[config.mk]
export PLATFORM = sky130hd
export DESIGN_NAME = sorted_set_insert_delete
export DESIGN_NICKNAME = d
export VERILOG_FILES = /design/src/ssid_pkg.sv /design/src/sorted_set_insert_delete.sv
export SDC_FILE = /design/constraint.sdc
export NUM_CORES = 2
export LEC_CHECK = 0
export ABC_AREA = 1
export BUFFER_PORTS_ARGS = -buffer_cell sky130_fd_sc_hd__buf_2
export CAP_MARGIN = 20
export CELL_PAD_IN_SITES_DETAIL_PLACEMENT = 0
export CELL_PAD_IN_SITES_GLOBAL_PLACEMENT = 1
export CORE_MARGIN = 4
export CORE_UTILIZATION = 56
export CTS_CLUSTER_DIAMETER = 200
export CTS_CLUSTER_SIZE = 30
export DETAILED_ROUTE_END_ITERATION = 16
export HOLD_SLACK_MARGIN = 0.08
export MAX_ROUTING_LAYER = met4
export PLACE_DENSITY_LB_ADDON = 0.2
export SYNTH_ARGS = -nofsm -noshare
export SYNTH_HDL_FRONTEND = slang
export SYNTH_SLANG_ARGS = --single-unit
[constraint.sdc]
create_clock -name clock -period 9.8 [get_ports clock]
set_input_delay 0 -clock clock [delete_from_list [all_inputs] [get_ports clock]]
set_output_delay 0 -clock clock [all_outputs]
set_load 0.01 [all_outputs]
[src/ssid_pkg.sv]
// Shared types and codes for the sorted set insert/delete block.
package ssid_pkg;

   typedef enum logic [1:0] {
      REQ_INSERT = 2'd0,
      REQ_DELETE = 2'd1,
      REQ_DUMP   = 2'd2
   } req_code_type;

   typedef enum logic [2:0] {
      RSP_INSERTED   = 3'd0,
      RSP_DUPLICATE  = 3'd1,
      RSP_FULL       = 3'd2,
      RSP_DELETED    = 3'd3,
      RSP_NOT_FOUND  = 3'd4,
      RSP_DUMP_ENTRY = 3'd5,
      RSP_DUMP_EMPTY = 3'd6
   } rsp_status_type;

   typedef enum logic [2:0] {
      ST_IDLE,
      ST_SCAN,
      ST_INS_SHIFT,
      ST_INS_PUT,
      ST_DEL_SHIFT,
      ST_DUMP
   } state_type;

endpackage

[src/sorted_set_insert_delete.sv]
// Sorted set of signed 32-bit values held in ascending order in a memory with one read port
// and one write port.
// A request is taken when start is high and busy is low. The block works on one request at
// a time: for an insert or delete it scans the memory from the bottom, one entry per cycle,
// until it finds the first stored value not below the request value, then, where needed,
// shifts the entries above that point by one place, again one entry per cycle, through the
// memory's single read and single write port. An insert or delete on an empty set, or a dump
// of an empty set, is answered without busy going high. A dump of n values delivers one
// result per cycle, from the bottom entry upward. Every result appears for exactly
// one cycle with rsp_strobe high and cannot be held off; rsp_last marks the final result of
// a request. A request type of 3 is dropped without a result.
module sorted_set_insert_delete
   import ssid_pkg::*;
#(
   parameter int CAPACITY = 64
) (
   input  logic               clock,
   input  logic               reset,
   input  logic               start,
   output logic               busy,
   input  logic [1:0]         req_type,
   input  logic signed [31:0] req_value,
   output logic               rsp_strobe,
   output logic [2:0]         rsp_status,
   output logic signed [31:0] rsp_out_value,
   output logic               rsp_last
);

   localparam int CW = $clog2(CAPACITY + 1);
   localparam int IW = $clog2(CAPACITY);

   logic signed [31:0] mem [CAPACITY];

   state_type          state_ff, state_in;
   req_code_type       req_type_ff, req_type_in;
   logic signed [31:0] req_value_ff, req_value_in;
   logic [CW-1:0]      count_ff, count_in;
   logic [CW-1:0]      pos_ff, pos_in;
   logic [CW-1:0]      rd_ptr_ff, rd_ptr_in;
   logic               rd_more_ff, rd_more_in;
   logic               dv_ff;
   logic [CW-1:0]      dv_idx_ff;
   logic signed [31:0] rd_data_ff;

   logic               rsp_strobe_ff;
   rsp_status_type     rsp_status_ff;
   logic signed [31:0] rsp_value_ff;
   logic               rsp_last_ff;

   logic               accept;
   logic               rd_en;
   logic               mem_we;
   logic [CW-1:0]      wr_addr;
   logic signed [31:0] wr_data;
   logic               emit;
   rsp_status_type     emit_status;
   logic signed [31:0] emit_value;
   logic               emit_last;

   logic               is_insert;
   logic [CW-1:0]      last_idx;
   logic               below;
   logic               scan_hit;
   logic               scan_end;
   logic               scan_stop;
   logic               scan_eq;
   logic [CW-1:0]      scan_pos;

   assign busy   = (state_ff != ST_IDLE);
   assign accept = start && !busy;

   assign is_insert = (req_type_ff == REQ_INSERT);
   assign last_idx  = CW'(count_ff - 1'b1);
   assign below     = (rd_data_ff < req_value_ff);
   // The scan stops at the first entry not below the value, or past the top entry.
   assign scan_hit  = dv_ff && !below;
   assign scan_end  = dv_ff && below && (dv_idx_ff == last_idx);
   assign scan_stop = scan_hit || scan_end;
   assign scan_eq   = scan_hit && (rd_data_ff == req_value_ff);
   assign scan_pos  = scan_hit ? dv_idx_ff : count_ff;

   assign req_type_in  = accept ? req_code_type'(req_type) : req_type_ff;
   assign req_value_in = accept ? req_value : req_value_ff;

   // Next state.
   always_comb begin
      state_in = state_ff;
      case (state_ff)
         ST_IDLE: begin
            if (accept && (count_ff != '0)) begin
               case (req_code_type'(req_type))
                  REQ_INSERT: state_in = ST_SCAN;
                  REQ_DELETE: state_in = ST_SCAN;
                  REQ_DUMP:   state_in = ST_DUMP;
                  default:    state_in = ST_IDLE;
               endcase
            end
         end
         ST_SCAN: begin
            if (scan_stop) begin
               if (is_insert) begin
                  if (!scan_eq && (count_ff != CW'(CAPACITY)) && (scan_pos != count_ff)) begin
                     state_in = ST_INS_SHIFT;
                  end else begin
                     state_in = ST_IDLE;
                  end
               end else begin
                  if (scan_eq && (scan_pos != last_idx)) begin
                     state_in = ST_DEL_SHIFT;
                  end else begin
                     state_in = ST_IDLE;
                  end
               end
            end
         end
         ST_INS_SHIFT: begin
            if (dv_ff && (dv_idx_ff == pos_ff)) begin
               state_in = ST_INS_PUT;
            end
         end
         ST_INS_PUT: state_in = ST_IDLE;
         ST_DEL_SHIFT: begin
            if (dv_ff && (dv_idx_ff == last_idx)) begin
               state_in = ST_IDLE;
            end
         end
         ST_DUMP: begin
            if (dv_ff && (dv_idx_ff == last_idx)) begin
               state_in = ST_IDLE;
            end
         end
         default: state_in = ST_IDLE;
      endcase
   end

   // Memory accesses, counters and results.
   always_comb begin
      rd_en       = 1'b0;
      rd_ptr_in   = rd_ptr_ff;
      rd_more_in  = rd_more_ff;
      mem_we      = 1'b0;
      wr_addr     = pos_ff;
      wr_data     = req_value_ff;
      count_in    = count_ff;
      pos_in      = pos_ff;
      emit        = 1'b0;
      emit_status = RSP_INSERTED;
      emit_value  = req_value_ff;
      emit_last   = 1'b1;
      case (state_ff)
         ST_IDLE: begin
            if (accept) begin
               emit_value = req_value;
               rd_ptr_in  = '0;
               rd_more_in = 1'b1;
               if (count_ff == '0) begin
                  case (req_code_type'(req_type))
                     REQ_INSERT: begin
                        mem_we      = 1'b1;
                        wr_addr     = '0;
                        wr_data     = req_value;
                        count_in    = CW'(1);
                        emit        = 1'b1;
                        emit_status = RSP_INSERTED;
                     end
                     REQ_DELETE: begin
                        emit        = 1'b1;
                        emit_status = RSP_NOT_FOUND;
                     end
                     REQ_DUMP: begin
                        emit        = 1'b1;
                        emit_status = RSP_DUMP_EMPTY;
                     end
                     default: emit = 1'b0;
                  endcase
               end
            end
         end
         ST_SCAN: begin
            if (scan_stop) begin
               pos_in = scan_pos;
               if (is_insert) begin
                  if (scan_eq) begin
                     emit        = 1'b1;
                     emit_status = RSP_DUPLICATE;
                  end else if (count_ff == CW'(CAPACITY)) begin
                     emit        = 1'b1;
                     emit_status = RSP_FULL;
                  end else if (scan_pos == count_ff) begin
                     mem_we      = 1'b1;
                     wr_addr     = count_ff;
                     count_in    = CW'(count_ff + 1'b1);
                     emit        = 1'b1;
                     emit_status = RSP_INSERTED;
                  end else begin
                     // Shift from the top entry down to the insert position.
                     rd_ptr_in  = last_idx;
                     rd_more_in = 1'b1;
                  end
               end else begin
                  if (!scan_eq) begin
                     emit        = 1'b1;
                     emit_status = RSP_NOT_FOUND;
                  end else if (scan_pos == last_idx) begin
                     count_in    = last_idx;
                     emit        = 1'b1;
                     emit_status = RSP_DELETED;
                  end else begin
                     rd_ptr_in  = CW'(scan_pos + 1'b1);
                     rd_more_in = 1'b1;
                  end
               end
            end else if (rd_more_ff) begin
               rd_en      = 1'b1;
               rd_ptr_in  = CW'(rd_ptr_ff + 1'b1);
               rd_more_in = (rd_ptr_ff != last_idx);
            end
         end
         ST_INS_SHIFT: begin
            // Reads run two entries below the write, so they never meet.
            if (rd_more_ff) begin
               rd_en      = 1'b1;
               rd_ptr_in  = CW'(rd_ptr_ff - 1'b1);
               rd_more_in = (rd_ptr_ff != pos_ff);
            end
            if (dv_ff) begin
               mem_we  = 1'b1;
               wr_addr = CW'(dv_idx_ff + 1'b1);
               wr_data = rd_data_ff;
            end
         end
         ST_INS_PUT: begin
            mem_we      = 1'b1;
            wr_addr     = pos_ff;
            count_in    = CW'(count_ff + 1'b1);
            emit        = 1'b1;
            emit_status = RSP_INSERTED;
         end
         ST_DEL_SHIFT: begin
            if (rd_more_ff) begin
               rd_en      = 1'b1;
               rd_ptr_in  = CW'(rd_ptr_ff + 1'b1);
               rd_more_in = (rd_ptr_ff != last_idx);
            end
            if (dv_ff) begin
               mem_we  = 1'b1;
               wr_addr = CW'(dv_idx_ff - 1'b1);
               wr_data = rd_data_ff;
               if (dv_idx_ff == last_idx) begin
                  count_in    = last_idx;
                  emit        = 1'b1;
                  emit_status = RSP_DELETED;
               end
            end
         end
         ST_DUMP: begin
            if (rd_more_ff) begin
               rd_en      = 1'b1;
               rd_ptr_in  = CW'(rd_ptr_ff + 1'b1);
               rd_more_in = (rd_ptr_ff != last_idx);
            end
            if (dv_ff) begin
               emit        = 1'b1;
               emit_status = RSP_DUMP_ENTRY;
               emit_value  = rd_data_ff;
               emit_last   = (dv_idx_ff == last_idx);
            end
         end
         default: emit = 1'b0;
      endcase
   end

   always_ff @(posedge clock) begin
      if (mem_we) begin
         mem[wr_addr[IW-1:0]] <= wr_data;
      end
      if (rd_en) begin
         rd_data_ff <= mem[rd_ptr_ff[IW-1:0]];
      end
   end

   always_ff @(posedge clock) begin
      if (reset) begin
         state_ff      <= ST_IDLE;
         count_ff      <= '0;
         rd_more_ff    <= 1'b0;
         dv_ff         <= 1'b0;
         rsp_strobe_ff <= 1'b0;
      end else begin
         state_ff      <= state_in;
         count_ff      <= count_in;
         rd_more_ff    <= rd_more_in;
         dv_ff         <= rd_en;
         rsp_strobe_ff <= emit;
      end
   end

   always_ff @(posedge clock) begin
      req_type_ff   <= req_type_in;
      req_value_ff  <= req_value_in;
      pos_ff        <= pos_in;
      rd_ptr_ff     <= rd_ptr_in;
      dv_idx_ff     <= rd_ptr_ff;
      rsp_status_ff <= emit_status;
      rsp_value_ff  <= emit_value;
      rsp_last_ff   <= emit_last;
   end

   assign rsp_strobe    = rsp_strobe_ff;
   assign rsp_status    = rsp_status_ff;
   assign rsp_out_value = rsp_value_ff;
   assign rsp_last      = rsp_last_ff;

   a_count_bound: assert property (@(posedge clock) disable iff (reset)
      count_ff <= CW'(CAPACITY))
      else $error("entry count exceeds capacity");

   a_count_step: assert property (@(posedge clock) disable iff (reset)
      (!$past(reset) && (count_ff != $past(count_ff))) |->
         ((count_ff == CW'($past(count_ff) + 1'b1)) ||
          (count_ff == CW'($past(count_ff) - 1'b1))))
      else $error("entry count moved by more than one");

   a_no_rw_clash: assert property (@(posedge clock) disable iff (reset)
      (mem_we && rd_en) |-> (wr_addr != rd_ptr_ff))
      else $error("memory read and write hit the same entry");

   a_rsp_cause: assert property (@(posedge clock) disable iff (reset)
      (rsp_strobe_ff && !$past(reset)) |-> $past((state_ff != ST_IDLE) || accept))
      else $error("result without a request in progress");

endmodule

After elaboration in Yosys (flattened, before gate mapping)
Memories as Yosys holds them, arrays and structs flattened. A register that Yosys moved wholly into a read port is not among the register bits.
Index checks and enable logic that the tools add are counted.
W data, S select, Z words.
- output and inout port bits: 38
- input bits: 37
- word-level logic and storage cells: 197
- memories kept: 1
- RAM bits: 2048
- register bits: 104
- bits in latches: 0
- bits in read-only memories: 0
- memory list (name ; depth ; bits a word ; rd ports ; clocked after Yosys merged registers in ; wr ports ; line ; source):
    mem ; 64 ; 32 ; 1 ; 1 ; 1 ; sorted_set_insert_delete.sv:32 ; logic signed [31:0] mem [CAPACITY];
- bitwise gates (word level): 0
- shift-type cells: 0
- mux-type cells: 103
- equality and inequality tests: 38
- $add $sub $neg: 7
- divide/modulo/power cells: 0
- magnitude comparators: 1
- reduce and logical (&&, ||, !) cells: 34
- $mul: 0
- operators with widths (operator ; count):
    $mux W7 ; 23
    $mux W32 ; 5
    $pmux W32 S2 ; 2
    $mux W6 ; 10
    $pmux W7 S4 ; 2
    $mux W3 ; 12
    $mux W1 ; 34
    $eq A32 B32 Y1 ; 1
    $lt A32 B32 Y1 ; 1
    $eq A7 B7 Y1 ; 4
    $ne A7 B7 Y1 ; 4
    $pmux W3 S4 ; 2
    $pmux W6 S4 ; 1
    $add A7 B1 Y7 const B ; 3
    $ne A4 B4 Y1 const B ; 5
    $ne A2 B2 Y1 const B ; 9
    $ne A3 B3 Y1 const B ; 5
    $sub A7 B1 Y7 const B ; 2
    $mux W2 ; 6
    $pmux W3 S2 ; 2
    $reduce_and A12 Y1 ; 1
    $logic_and A1 B1 Y1 ; 11
    $pmux W1 S4 ; 2
    $reduce_and A8 Y1 ; 1
    other kinds (25) ; 35

Longest topological paths before layout
- depth after elaboration: 13
- gate-level depth with buffers: 29
- gate-level depth less buffers: 29

Worst setup path after synthesis
Ideal clock, no wire load.
- path kind: register -> register
- start: reg req_value_ff[31]
- end: mem mem[0][0], enable pin
- path buffers: 1
- cell stages (with the launch flop): 23
- arrival: 4068 ps
- period minus slack after synthesis: 4489 ps
- required time: 9379 ps
- path slack: 5311 ps
- library setup time: 421 ps
- path through: dfxtp_1 > inv_1 > ha_1 > nand2_1 > nor2_1 > nor2_1 > nand3_1 > nor2_1 > nand2_1 > nand2_1 > nand2_2 > buf_6 > nand4_1 > nand2_1 > nor2_1 > nand2_1 > nor2_8 > nand3_4 > o21ai_2 > inv_2 > a21oi_4 > nand2_4 > nor2_1
- word-level cells in the longest chain between the ends: 13
- elaborated cells between the ends (all ways): 24
- those cells by class: 1 x order compare; 2 x eq/ne; 15 x mux; 6 x reduce/logical
- ends and longest elaborated chain (what ; line ; source):
    from (decl) ; sorted_set_insert_delete.sv:36 ; logic signed [31:0] req_value_ff, req_value_in;
    from (signal assigned) ; sorted_set_insert_delete.sv:300 ; req_value_ff <= req_value_in;
    $lt A32 B32 Y1 ; sorted_set_insert_delete.sv:74 ; assign below = (rd_data_ff < req_value_ff);
    $logic_not A1 Y1 ; sorted_set_insert_delete.sv:76 ; assign scan_hit = dv_ff && !below;
    $logic_and A1 B1 Y1 ; sorted_set_insert_delete.sv:76 ;
    $mux W7 ; sorted_set_insert_delete.sv:80 ; assign scan_pos = scan_hit ? dv_idx_ff : count_ff;
    $eq A7 B7 Y1 ; sorted_set_insert_delete.sv:189 ; end else if (scan_pos == count_ff) begin
    $mux W1 ; sorted_set_insert_delete.sv:189 ;
    $mux W1 ; sorted_set_insert_delete.sv:186 ; end else if (count_ff == CW'(CAPACITY)) begin
    $mux W1 ; sorted_set_insert_delete.sv:183 ; if (scan_eq) begin
    $mux W1 ; sorted_set_insert_delete.sv:182 ; if (is_insert) begin
    $mux W1 ; sorted_set_insert_delete.sv:180 ; if (scan_stop) begin
    $pmux W1 S4 ; sorted_set_insert_delete.sv:150 ; case (state_ff)
    $mux W1 ; sorted_set_insert_delete.sv:274 ; if (mem_we) begin
    $mux W1 (implied by the code) ; sorted_set_insert_delete.sv:275 ; mem[wr_addr[IW-1:0]] <= wr_data;
    to (decl) ; sorted_set_insert_delete.sv:32 ;
Several ways; a longest one is shown, not always the timed one.

Worst setup path after layout
- start: reg count_ff[0]
- end: mem mem[17][24], enable pin
- word-level cells in the longest chain between the ends: 10
- elaborated cells between the ends (all ways): 26
- those cells by class: 1 x add/sub; 3 x eq/ne; 19 x mux; 3 x reduce/logical
- ends and longest elaborated chain (what ; line ; source):
    from (decl) ; sorted_set_insert_delete.sv:37 ; logic [CW-1:0] count_ff, count_in;
    from (signal assigned) ; sorted_set_insert_delete.sv:291 ; count_ff <= count_in;
    branches (longest 10 deep; another with $sub A7 B1 Y7) ; n/a ;
Parallel ways; which one is timed is not known.

==> results.md <==
- Post-synth top cells: edfxtp_1 (2,096), nor2_1 (1,172), o21ai_0 (1,126)
- Peak supply drop: 322 uV
- Max FO, Critical Path: 32
- Sink Count: 2,184
- Async set-or-reset flop fraction in the synthesized netlist: 0%
- Htree depth: 3
- Mapped cell area: 88,000 um^2
- LEAKAGE: 29.9 nW
- Net Count, Synth: 7,038
- TNS Setup: 0 ns
- CTS Buf Count: 82
- Multi-input logic area: 21,500 um^2
- Mapped Cells: 6,959
- Crit Path Category: reg2reg
- Post-Synth XOR/XNOR Area: 0.279%
- Element type at the critical path start: flip-flop
- Total gr overflow: 0
- Detailed placer's ending HPWL: 154,000 um
- Ys flop type: edfxtp_1
- Seq/Total Area, Yosys: 73.5%
- Post-synthesis simple-gate area fraction: 9.97%
- Synth Area in Compound Gates: 13.0%
- CTS root buf: clkbuf_16
- CTS tree: done
- Chip width: 404 um
- Yosys top cell area share: 71.5%
- Syn. warnings: 0
- First-pass GRT wire length: 376,000 um
- Clk slew on worst S/H paths: 0.12 ns
- WP buf/inv: 4
- Reg2Reg Depth: 21
- Dpl cells: 8,743
- Mux contribution to synthesized area: 0%
- Post-DRT Antenna Nets: 0
- Later-pin clock latency in the skew report: 0.76 ns
- Initial Util: 56.3%
- CP max stage delay: 1.09 ns
- Gp weighted congestion: 0.951
- CP Depth: 21
- Die area: 164,000 um^2
- Via count: 58,456
- Layout Area Growth over Synthesis: 7.14%
- Drt wl/cell: 29.4 um
- Rows: 145
- Seq cells post-synth: 2,184
- Nets@finish: 6,937
- Max-cap violations: 0
- Final Hold Viols: 0
- Yosys top cell by area: edfxtp_1
- Worst path top cell family by delay: simple AND/OR/NAND/NOR gates
- DR pass1 iterations: 6
- Layout Cells excl Fill: 8,955
- Post-route cell area: 94,300 um^2
- Unrepaired setup endpoints after global routing: false
- Final Slew Violations: 0
- # Post-CTS Setup Buffers: 0
- Vias in the first global route: 52,341
- Critical-path cell list: inv_1, ha_1, nand2_4, nor2_4, nand3_2, nor2_4, inv_4, nand2_4, inv_1, o22ai_1, nor2_2, nand3_2, nand2_4, inv_4, nor2_8, nand4_1, nand3_1, nand3_2, nor2_1, nand2_1, nor2_4
- Arr. time, crit path: 5.67 ns
- All-layer global routing usage: 32.5%
- Placed cell area: 90,900 um^2
- Hold Crit Class: in2reg
- Worst-margin pin slew: 1.14 ns
- Fill count: 12,117
- Share of layout cells above drive strength 1: 6.56%
- Worst Hold Path Cells: 4
- EDFF count, synth: 2,096
- Drt drc: 0
- Placeable Area: 156,000 um^2
- Synth Area in Adders: 0.597%
- CTS Buffer Depth: 3
- Final wirelength: 264,000 um
- Cell Pwr Density: 309 nW/um^2
- Clock Skew: 0.0446 ns
- Most frequent cell after synthesis: edfxtp_1
- Outcome: complete, no violations
- Post-route minimum period: 5.29 ns
- Critical path's slowest cell: nor2_4
- Largest net degree at the start of global routing: 175
- Buffers on Ports: 74
- Die Y: 404 um
- Tcrit/Tclk final: 54.0%
- Slew margin rel.: 23.7%
- Antenna violations before repair: 14
- Crit. End Element: flip-flop
- FMAX: 189 MHz
- Vias per inst: 6.53
- I/O Pins: 75
- Iter 0 DRT Violations: 9,632
- Synthesized area per cell: 12.6 um^2
- Seq. cell area: 64,700 um^2
- Largest family of logic cells by synthesized area: compound AO/OA/AOI/OAI gates
- Synth top area cells: edfxtp_1 (72%), o21ai_0 (6.4%), nor2_1 (5.0%)
- Finish-stage setup viols: 0
- Number of distinct library cells after synthesis: 58
- Required @ worst endpoint: 10.17 ns
## power breakdown
part | leakage [nW] | total (mW) | internal (mW) | switching (mW)
Clock | 1.11 | 4.34 | 1.60 | 2.73
Combinational | 9.06 | 12.2 | 2.43 | 9.78
Sequential | 19.8 | 12.6 | 12.5 | 0.164
## cells in the final DEF (no fill, tap or decap), types with 7 or more instances in the layout
cell type,instances
dlygate4sd3_1,72
a32o_1,16
inv_1,106
nand2_1,594
o22ai_1,326
ha_1,42
buf_4,120
nand2_4,12
nor3_1,12
nand4_1,26
buf_2,74
nand3_1,284
a31oi_1,23
edfxtp_1,2096
o21ai_0,1126
xor2_1,24
dfxtp_1,87
a21oi_1,132
clkbuf_16,83
nand3_2,8
o221ai_1,203
nor2_1,1102
nand2_2,7
nor2_4,71
buf_12,28
clkbuf_1,27
o211ai_1,96
nor2_2,7
## registers in the layout (all words and copies together) (netlist names)
register       count
rsp_status         3
mem             2048
req_type_ff        2
state_ff           3
rd_data_ff        32
count_ff           7
rd_more_ff         1
dv_ff              1
pos_ff             7
rsp_strobe         1
rd_ptr_ff          7
rsp_out_value     32
dv_idx_ff          7
req_value_ff      32
rsp_last           1
## routing by layer
metal,track usage [%],routed length [um]
met1,49.3,110000
met2,45.6,114000
met3,4.68,28700
met4,11.1,10800
met5,-,0
## cell families (layout without fill, tap and decap cells)
logic type	Yosys count	in the layout
AO/OA/AOI/OAI	1961	1961
XOR/XNOR	28	28
adder cells (fa/ha/maj)	42	42
buffers and inverters	605	537
flip-flops	2184	2184
other	0	6
AND/OR/NAND/NOR	2139	2139
## path summary, 6_finish.rpt
kind	from	end	slack (ns)
min	req_value[18]	req_value_ff[18]$_DFF_P_	0.13
max reg2reg	count_ff[0]$_SDFFE_PP0P_	mem[17][24]$_DFFE_PP_	4.51
max	count_ff[0]$_SDFFE_PP0P_	mem[17][24]$_DFFE_PP_	4.51
min reg2reg	req_value_ff[1]$_DFF_P_	rsp_out_value[1]$_DFF_P_	0.48
## timing repair
| action | CTS | global route |
|---|---|---|
| resized for setup | 0 | 0 |
| hold buffers | 72 | 0 |
| endpoints found under the hold margin | 371 | 0 |
| setup endpoints to repair | 0 | 0 |
## cell type report
class,count,area share [%]
Clock buffer,110,2.31
Antenna cell,6,0.0159
Inverter,121,0.508
Timing Repair Buffer,299,2.85
Tap cell,2058,2.73
Multi-Input combinational cell,4170,22.8
Sequential cell,2184,68.6
Clock inverter,7,0.131
## metrics by stage
stage	total power [mW]	setup WS (ns)	util [%]	hold WS, ns
2_1_floorplan	19.3	5.31	-	0.0691
3_3_place_gp	24.7	4.61	58.1	0.233
3_5_place_dp	24.8	4.51	58.2	0.232
5_1_grt	30.2	4.21	60.4	0.124
6_report	29.2	4.51	60.4	0.135
4_1_cts	29.0	4.51	60.1	0.0876
## worst min-delay path, stage by stage
cell and delay [ns]:
dlygate4sd3_1 0.52, buf_2 0.15, nand2_1 0.06, o21ai_0 0.11
(Power assumes the default switching activity.)
